===== src/design/ihfc_byte_cell.sv =====
`timescale 1ns / 1ps
// ----------------------------------------------------------------------------
// ihfc_byte_cell
// One header byte slot; fills when its left neighbor is full.
// ----------------------------------------------------------------------------
module ihfc_byte_cell (
  input  logic       clk,
  input  logic       rst_n,
  input  logic       load,
  input  logic       clear,
  input  logic       prev_filled,
  input  logic [7:0] din,
  output logic       filled,
  output logic [7:0] dout
);
  logic       filled_r;
  logic [7:0] byte_r;

  always_ff @(posedge clk) begin
    if (!rst_n || clear) begin
      filled_r <= 1'b0;
      byte_r   <= 8'd0;
    end else if (load && prev_filled && !filled_r) begin
      filled_r <= 1'b1;
      byte_r   <= din;
    end
  end

  assign filled = filled_r;
  assign dout   = byte_r;
endmodule


===== config.mk =====
export PLATFORM = sky130hd
export DESIGN_NAME = ihfc_byte_cell
export DESIGN_NICKNAME = d
export VERILOG_FILES = /design/src/design/ihfc_byte_cell.sv
export SDC_FILE = /design/constraint.sdc
export NUM_CORES = 1
export LEC_CHECK = 0
export BUFFER_PORTS_ARGS = -buffer_cell sky130_fd_sc_hd__buf_2
export CAP_MARGIN = 0
export CORE_AREA = 2 2 39 41
export DETAILED_ROUTE_END_ITERATION = 6
export DIE_AREA = 0 0 41 43
export PLACE_DENSITY = 0.58
export SLEW_MARGIN = 15
export SYNTH_ARGS = -nofsm -noshare
export SYNTH_HDL_FRONTEND = slang
export SYNTH_SLANG_ARGS = --single-unit
export TNS_END_PERCENT = 30

===== constraint.sdc =====
create_clock -name clk -period 2.4 [get_ports clk]
set_input_delay 0.12 -clock clk [delete_from_list [all_inputs] [get_ports clk]]
set_output_delay 0.12 -clock clk [all_outputs]
set_load 0.005 [all_outputs]

==> impl_metrics.env, run 1 <==
export IMPL_status="completed"
export IMPL_dieArea_sq_mm=0.00176
export IMPL_ys_ff_latch=9
export IMPL_antenna_found_initial=0
export IMPL_wl_um=824
export IMPL_clkTransAtPathRegs_ps=60
export IMPL_period_share_pct=46.8
export IMPL_endpoint_kind="flop"
export IMPL_cp_slowest_stage_delay_ps=500
export IMPL_worst_slew_pin_transition_ps=462
export IMPL_hold_path_class="in2reg"
export IMPL_final_max_slew_viol_count=0
export IMPL_drive_gt1_share_pct=39.3
export IMPL_cts_inserted_buffers=3
export IMPL_timing_fmax_mhz=891
export IMPL_clock_latency_ps=260
export IMPL_hold_viol=0
export IMPL_dieHeight_um=43
export IMPL_place_gp_congestion=0.555
export IMPL_cts_tree="done"
export IMPL_critical_path_class="reg2reg"
export IMPL_coreArea_sq_mm=0.00138
export IMPL_cp_num_buf_inv=0
export IMPL_die_w_um=41
export IMPL_dr_pass1_iters=4
export IMPL_slew_headroom_pct=69.2
export IMPL_path_cells="and3b_1 -> mux2i_1"
export IMPL_postRouteAntennaNets=0
export IMPL_row_count=14
export IMPL_final_cells=77
export IMPL_dpl_hpwl_um=555
export IMPL_start_util_pct=31.2
export IMPL_synth_sequential_area_ratio_pct=41.7
export IMPL_place_area_sq_um=527
export IMPL_hold_slack_ps=129
export IMPL_setup_viol=0
export IMPL_pin_count=22
export IMPL_min_path_cells=3
export IMPL_grt_overflow_total=0
export IMPL_synth_warnings=0
export IMPL_critPathRequiredTime_ps=2590
export IMPL_htree_levels=1
export IMPL_finalCriticalPeriod_ps=1120
export IMPL_syn2layout_area_growth_pct=28.1
export IMPL_slowest_stage="and3b_1"
export IMPL_cts_resized=0
export IMPL_r2r_worst_path_cells=2
export IMPL_rsz0062_at_grt="false"
export IMPL_post_cts_buffers=0
export IMPL_ir_drop_v=0.000277
export IMPL_final_nets=75
export IMPL_syn_inst=40
export IMPL_start_kind="flop"
export IMPL_yosysUniqueCellTypes=9
export IMPL_finish_utilization_pct=40.0
export IMPL_leakage_nw=0.243
export IMPL_grt_max_degree=18
export IMPL_vias_per_cell=4.79
export IMPL_dp_cells=73
export IMPL_diodes=0
export IMPL_worst_path_stages=2
export IMPL_track_usage_pct=11.3
export IMPL_final_setup_tns_ps=0
export IMPL_cts_max_path_buffers=2
export IMPL_worstPathArrival_ps=1310
export IMPL_final_area_sq_um=553
export IMPL_drt_iter0_markers=6
export IMPL_port_buffers=21
export IMPL_holdBufCountCts=0
export IMPL_crit_family="simple AND/OR/NAND/NOR gates"
export IMPL_grt_pass1_vias=311
export IMPL_grt_pass1_wl_um=1260
export IMPL_root_buffer="clkbuf_4"
export IMPL_fin_skew_ps=0.758
export IMPL_drcViolationCount=0
export IMPL_vias=369
export IMPL_drv_cap=0
export IMPL_synth_nets=53
export IMPL_power_density_mw_per_mm2=554
export IMPL_cp_max_fo=8
export IMPL_drt_wirelength_per_cell_um=10.7
export IMPL_avgSynthCellArea_sq_um=10.8
export IMPL_synthesis_area_sq_um=432
export IMPL_numClockSinks=9
-- path summary, 6_finish.rpt --
check          start  endpoint  slack [ps]
min reg2reg  dout[4]   dout[4]         490
min           din[5]   dout[5]         130
max           filled   dout[1]        1280
max reg2reg   filled   dout[1]        1280
-- layout by cell type, fill, tap and decap left out --
master and instances:
clkbuf_4 3, clkbuf_1 1, nand3b_1 16, a21oi_1 1, mux2i_1 8, nor3b_1 1, and3b_1 1, dfxtp_1 9
buf_2 21
-- routing by layer --
layer	track usage, %	share of wire [%]	wire length [um]
met5	0	0	0
met4	12.0	2.8	23
met3	4.71	8.3	68
met2	12.2	41	340
met1	15.0	47	391
-- Yosys cell counts, drive strengths merged --
cell     n  area share (%)
nand3b  16              28
dfxtp    9              42
mux2i    8              19
buf      3             6.1
a21oi    1             1.2
and3b    1             2.0
clkbuf   1            0.87
nor3b    1             1.7
-- metrics by stage --
step,setup WS [ps],power (mW)
final,1280,0.306
after global routing,1190,0.323
after global placement,1270,0.195
after CTS,1250,0.314
after detailed placement,1260,0.195
after floorplan,1510,0.183
-- final cells by class --
class | count | area [sq um]
clock buffer | 4 | 26.3
timing repair buffer | 21 | 105
tap | 16 | 20.0
multi-input combinational | 27 | 221
sequential | 9 | 180
fill | 149 | 831
-- kinds of logic (layout without fill, tap and decap cells) --
group,Yosys count,count (layout),synth area share (%)
and+or+nand+nor,18,18,31.6
DFF,9,9,41.7
buffers and inverters,4,25,6.95
AOI/OAI and AO/OA,1,1,1.16
muxes,8,8,18.6
-- registers in the layout, indices dropped and copies added (netlist names) --
name / cells
dout: 8
filled: 1
-- report_power, final --
| group | internal (mW) | total [mW] | switching (mW) |
|---|---|---|---|
| combinational | 0.0199 | 0.0363 | 0.0164 |
| clock | 0.0640 | 0.115 | 0.0511 |
| sequential | 0.153 | 0.155 | 0.00183 |
| total | 0.237 | 0.306 | 0.0693 |
-- worst reg2reg max path, cell delays in order (launching register included) --
cell and delay, ps:
dfxtp_1 320, and3b_1 500, mux2i_1 240
(Power assumes the default switching activity.)
==> run 2, diff against run 1 <==
--- a/config.mk
+++ b/config.mk
@@ -5,12 +5,13 @@
 export SDC_FILE = /design/constraint.sdc
 export NUM_CORES = 1
 export LEC_CHECK = 0
+export ABC_AREA = 1
 export BUFFER_PORTS_ARGS = -buffer_cell sky130_fd_sc_hd__buf_2
 export CAP_MARGIN = 0
 export CORE_AREA = 2 2 39 41
 export DETAILED_ROUTE_END_ITERATION = 6
 export DIE_AREA = 0 0 41 43
-export PLACE_DENSITY = 0.58
+export PLACE_DENSITY = 0.55
 export SLEW_MARGIN = 15
 export SYNTH_ARGS = -nofsm -noshare
 export SYNTH_HDL_FRONTEND = slang
==> constraint.sdc (replaced) <==
create_clock -name clk -period 1.15 [get_ports clk]
set_input_delay 0.0575 -clock clk [delete_from_list [all_inputs] [get_ports clk]]
set_output_delay 0.0575 -clock clk [all_outputs]
set_load 0.005 [all_outputs]
==> impl_metrics.env, run 2 <==
export IMPL_syn2layout_area_growth_pct=36.4
export IMPL_power_density_mw_per_mm2=1250
export IMPL_status="completed"
export IMPL_largest_reg_flops=8
export IMPL_grt_max_degree=18
export IMPL_worst_slew_pin_transition_ps=387
export IMPL_n_fill_cell=156
export IMPL_worstPathArrival_ps=1070
export IMPL_yosysUniqueCellTypes=10
export IMPL_root_buffer="clkbuf_4"
export IMPL_port_buffers=21
export IMPL_avgSynthCellArea_sq_um=7.01
export IMPL_cts_tree="done"
export IMPL_cp_num_buf_inv=1
export IMPL_slew_headroom_pct=74.2
export IMPL_vias_per_cell=4.05
export IMPL_final_setup_tns_ps=0
export IMPL_cp_slowest_stage_delay_ps=320
export IMPL_vias=385
export IMPL_coreArea_sq_mm=0.00138
export IMPL_final_nets=93
export IMPL_critical_path_class="reg2reg"
export IMPL_numClockSinks=9
export IMPL_ys_ff_latch=9
export IMPL_synth_warnings=0
export IMPL_grt_pass1_vias=310
export IMPL_setup_viol=0
export IMPL_hold_path_class="in2reg"
export IMPL_critPathRequiredTime_ps=1350
export IMPL_finalCriticalPeriod_ps=869
export IMPL_drcViolationCount=0
export IMPL_start_util_pct=27.8
export IMPL_wl_um=809
export IMPL_dieHeight_um=43
export IMPL_multi_input_area_sq_um=156
export IMPL_track_usage_pct=10.5
export IMPL_diodes=0
export IMPL_ir_drop_v=0.000427
export IMPL_pin_count=22
export IMPL_switching_power_uw=166
export IMPL_synthesis_area_sq_um=385
export IMPL_final_common_cell="buf_2"
export IMPL_min_path_cells=3
export IMPL_final_max_slew_viol_count=0
export IMPL_synth_flop_cell="dfxtp_1"
export IMPL_drive_gt1_share_pct=38.0
export IMPL_path_cells="inv_2 -> nand3_4 -> nand2_1 -> nand2_1 -> nor2_1"
export IMPL_drt_wirelength_per_cell_um=8.52
export IMPL_r2r_worst_path_cells=5
export IMPL_leakage_nw=0.303
export IMPL_dieArea_sq_mm=0.00176
export IMPL_hold_viol=0
export IMPL_row_count=14
export IMPL_cp_max_fo=17
export IMPL_grt_pass1_wl_um=1210
export IMPL_antenna_found_initial=0
export IMPL_drv_cap=0
export IMPL_postRouteAntennaNets=0
export IMPL_rsz0062_at_grt="false"
export IMPL_slowest_stage="dfxtp_1"
export IMPL_pwr_share_comb_pct=12.1
export IMPL_ff_latch_area_sq_um=180
export IMPL_place_gp_congestion=0.649
export IMPL_holdBufCountCts=0
export IMPL_die_w_um=41
export IMPL_clkTransAtPathRegs_ps=70
export IMPL_worst_path_stages=5
export IMPL_fin_skew_ps=5.46
export IMPL_cts_resized=0
export IMPL_period_share_pct=75.6
export IMPL_start_kind="flop"
export IMPL_syn_inst=55
export IMPL_drt_iter0_markers=8
export IMPL_synthArstFlopShare_pct=0
export IMPL_cts_inserted_buffers=3
export IMPL_grt_overflow_total=0
export IMPL_timing_fmax_mhz=1150
export IMPL_cts_max_path_buffers=2
export IMPL_p_seq_share_pct=49.6
export IMPL_synth_top_area_share_pct=46.8
export IMPL_dr_pass1_iters=4
export IMPL_post_cts_buffers=0
export IMPL_synth_top_cell_by_area="dfxtp_1"
export IMPL_synth_common_cells="15 x nand2_1, 15 x nor2_1, 9 x dfxtp_1"
export IMPL_synth_nets=68
export IMPL_synth_edf_count=0
export IMPL_crit_top_cell="nand2_1"
export IMPL_crit_family="simple AND/OR/NAND/NOR gates"
export IMPL_synth_sequential_area_ratio_pct=46.8
export IMPL_hold_slack_ps=15.1
export IMPL_htree_levels=1
export IMPL_switching_share_pct=25.2
export IMPL_clock_latency_ps=260
export IMPL_internal_power_uw=493
export IMPL_endpoint_kind="flop"
export IMPL_p_clk_share_pct=38.3
export IMPL_synthTopCellsByArea="dfxtp_1 47%, nand2_1 15%, nor2_1 15%"
export IMPL_layout_common_cells="21 x buf_2, 15 x nor2_1, 15 x nand2_1"
## run 2: changes by cell type after synthesis, moves of 2 or more
cell	before	now
nand3b_1	16	0
nand2_1	0	15
nor2_1	0	15
inv_1	0	8
mux2i_1	8	0
buf_4	2	0
inv_2	0	2
nor2_2	0	2
## run 2: path summary, 6_finish.rpt
| path | from | endpoint | slack (ps) |
|---|---|---|---|
| max | filled | dout[2] | 280 |
| min | din[3] | dout[3] | 20 |
| max reg2reg | filled | dout[2] | 280 |
| min reg2reg | filled | filled | 490 |
## run 2: final cells by class
class | count | share of cell area [%]
multi-input cells | 35 | 29.8
flip-flops and latches | 9 | 34.3
well taps | 16 | 3.81
repair buffers | 21 | 20.0
inverters | 10 | 7.14
clock buffers | 4 | 5.00
## run 2: logic make-up after synthesis
family	count (synthesis)	synth area share [%]
DFF	9	46.8
and+or+nand+nor	34	38.6
buffers and inverters	11	12.7
AOI/OAI and AO/OA	1	1.95
## run 2: power groups by stage
| stage | combinational, mW | sequential, mW | clock [mW] |
|---|---|---|---|
| after CTS | 0.0803 | 0.327 | 0.258 |
| after global routing | 0.0912 | 0.328 | 0.273 |
| after floorplan | 0.0439 | 0.336 | 0 |
| final | 0.0795 | 0.327 | 0.253 |
| after detailed placement | 0.0796 | 0.334 | 0 |
| after global placement | 0.0793 | 0.335 | 0 |
## run 2: metal layers
metal  wire [um]  global-route usage (%)  vias up
li1            -                       -      206
met1         344                    12.0      159
met2         356                    14.7       18
met3          97                    5.76        2
met4          11                    6.00        0
met5           0                       0        -
## run 2: tightest hold or removal path, delay by kind of cell
kind,cells,cell delay [ps]
simple gates,2,110
buf+inv,1,70
## run 2: metrics by stage
step	std cells	setup slack [ps]	power [mW]	util, %	instance area (sq um)
global placement	91	301	0.414	36.1	499
CTS	95	260	0.666	38.0	526
global route	95	182	0.693	38.0	526
finish	95	281	0.659	38.0	526
floorplan	55	278	0.380	-	385
detailed placement	91	283	0.414	36.1	499
==> run 3, diff against run 2 <==
--- a/config.mk
+++ b/config.mk
@@ -5,13 +5,13 @@
 export SDC_FILE = /design/constraint.sdc
 export NUM_CORES = 1
 export LEC_CHECK = 0
-export ABC_AREA = 1
+export ABC_AREA = 0
 export BUFFER_PORTS_ARGS = -buffer_cell sky130_fd_sc_hd__buf_2
 export CAP_MARGIN = 0
 export CORE_AREA = 2 2 39 41
 export DETAILED_ROUTE_END_ITERATION = 6
 export DIE_AREA = 0 0 41 43
-export PLACE_DENSITY = 0.55
+export PLACE_DENSITY = 0.58
 export SLEW_MARGIN = 15
 export SYNTH_ARGS = -nofsm -noshare
 export SYNTH_HDL_FRONTEND = slang
==> constraint.sdc (replaced) <==
create_clock -name clk -period 0.8 [get_ports clk]
set_input_delay 0.04 -clock clk [delete_from_list [all_inputs] [get_ports clk]]
set_output_delay 0.04 -clock clk [all_outputs]
set_load 0.005 [all_outputs]
==> impl_metrics.env, run 3 (synthesized netlist as in run 1, its figures left out) <==
export IMPL_track_usage_pct=12.0
export IMPL_drt_wirelength_per_cell_um=10.7
export IMPL_final_nets=78
export IMPL_place_gp_congestion=0.571
export IMPL_wl_um=859
export IMPL_drv_cap=0
export IMPL_root_buffer="clkbuf_4"
export IMPL_port_buffers=21
export IMPL_htree_levels=1
export IMPL_period_share_pct=118
export IMPL_fin_skew_ps=3.81
export IMPL_cp_slowest_stage_delay_ps=320
export IMPL_final_area_sq_um=592
export IMPL_endpoint_kind="flop"
export IMPL_clock_latency_ps=260
export IMPL_status="finished with violations"
export IMPL_slew_headroom_pct=82.1
export IMPL_grt_pass1_vias=315
export IMPL_grt_overflow_total=0
export IMPL_power_uw=940
export IMPL_final_max_slew_viol_count=0
export IMPL_drcViolationCount=0
export IMPL_start_kind="flop"
export IMPL_clkTransAtPathRegs_ps=60
export IMPL_grt_pass1_wl_um=1390
export IMPL_postRouteAntennaNets=0
export IMPL_diodes=0
export IMPL_worst_slew_pin_transition_ps=269
export IMPL_holdBufCountCts=0
export IMPL_cts_tree="done"
export IMPL_leakage_nw=0.262
export IMPL_cts_inserted_buffers=3
export IMPL_n_fill_cell=154
export IMPL_numClockSinks=9
export IMPL_cts_max_path_buffers=2
export IMPL_die_w_um=41
export IMPL_r2r_slack_ps=-150
export IMPL_worstPathArrival_ps=1130
export IMPL_timing_fmax_mhz=1060
export IMPL_path_cells="and3b_2 -> buf_6 -> mux2i_1"
export IMPL_crit_family="flip-flops"
export IMPL_cp_num_buf_inv=1
export IMPL_met2_usage_pct=14.1
export IMPL_coreArea_sq_mm=0.00138
export IMPL_critical_path_class="reg2reg"
export IMPL_final_cells=80
export IMPL_slowest_stage="dfxtp_2"
export IMPL_finish_utilization_pct=42.8
export IMPL_gr_usage_met3_pct=9.42
export IMPL_place_area_sq_um=551
export IMPL_dr_pass1_iters=3
export IMPL_ir_drop_v=0.000984
export IMPL_hold_slack_ps=53.4
export IMPL_critPathRequiredTime_ps=990
export IMPL_dieArea_sq_mm=0.00176
export IMPL_hold_path_class="in2reg"
export IMPL_failed_checks="negative setup slack"
export IMPL_power_density_mw_per_mm2=1590
export IMPL_rsz0062_at_grt="true"
export IMPL_final_common_cell="buf_2"
export IMPL_dp_cells=76
export IMPL_antenna_found_initial=0
export IMPL_use_met1_pct=16.3
export IMPL_drive_gt1_share_pct=45.3
export IMPL_grt_busiest_layer="met1"
export IMPL_drt_iter0_markers=3
export IMPL_dp_worst_setup_slack_ps=-130
export IMPL_layout_common_cells="20 x buf_2, 16 x nand3b_1, 8 x mux2i_1, 8 x dfxtp_1"
export IMPL_start_util_pct=31.2
export IMPL_final_setup_tns_ps=-1100
export IMPL_hold_viol=0
export IMPL_grt_max_degree=18
export IMPL_pin_count=22
export IMPL_dieHeight_um=43
export IMPL_cp_max_fo=4
export IMPL_syn2layout_area_growth_pct=37.1
export IMPL_largest_reg_flops=8
export IMPL_setup_viol=9
export IMPL_vias=368
export IMPL_layout_setup_ws_ps=-145
export IMPL_finalCriticalPeriod_ps=945
export IMPL_vias_per_cell=4.60
export IMPL_row_count=14
[run 3: area by class of cell]
class                   count  area, sq um  share of cell area [%]
repair buffers             24          141                    23.9
flip-flops and latches      9          181                    30.7
multi-input cells          27          223                    37.6
well taps                  16         20.0                    3.38
clock buffers               4         26.3                    4.44
[run 3: per-layer routing]
metal  share of wire [%]  up-vias
met4                   0        0
met2                  41       17
met1                  48      159
met5                   0        -
li1                    -      192
met3                  11        0
[run 3: timing repair]
item,in CTS,in global routing
endpoints found under the setup margin,9,10
setup buffers,0,0
resized for setup,4,0
[run 3: path summary, 6_finish.rpt]
check,from,endpoint,cells after the start
setup / recovery,filled,dout[3],3
hold / removal,din[7],dout[7],3
setup reg to reg,filled,dout[3],3
hold reg to reg,dout[6],dout[6],2
[run 3: power by group]
group | internal [mW] | switching [mW] | total (mW)
combinational | 0.0743 | 0.0530 | 0.127
clock | 0.192 | 0.156 | 0.348
sequential | 0.459 | 0.00486 | 0.464
[run 3: tightest hold or removal path, stage by stage]
cell      delay [ps]
buf_2             90
nand3b_1          70
mux2i_1           60
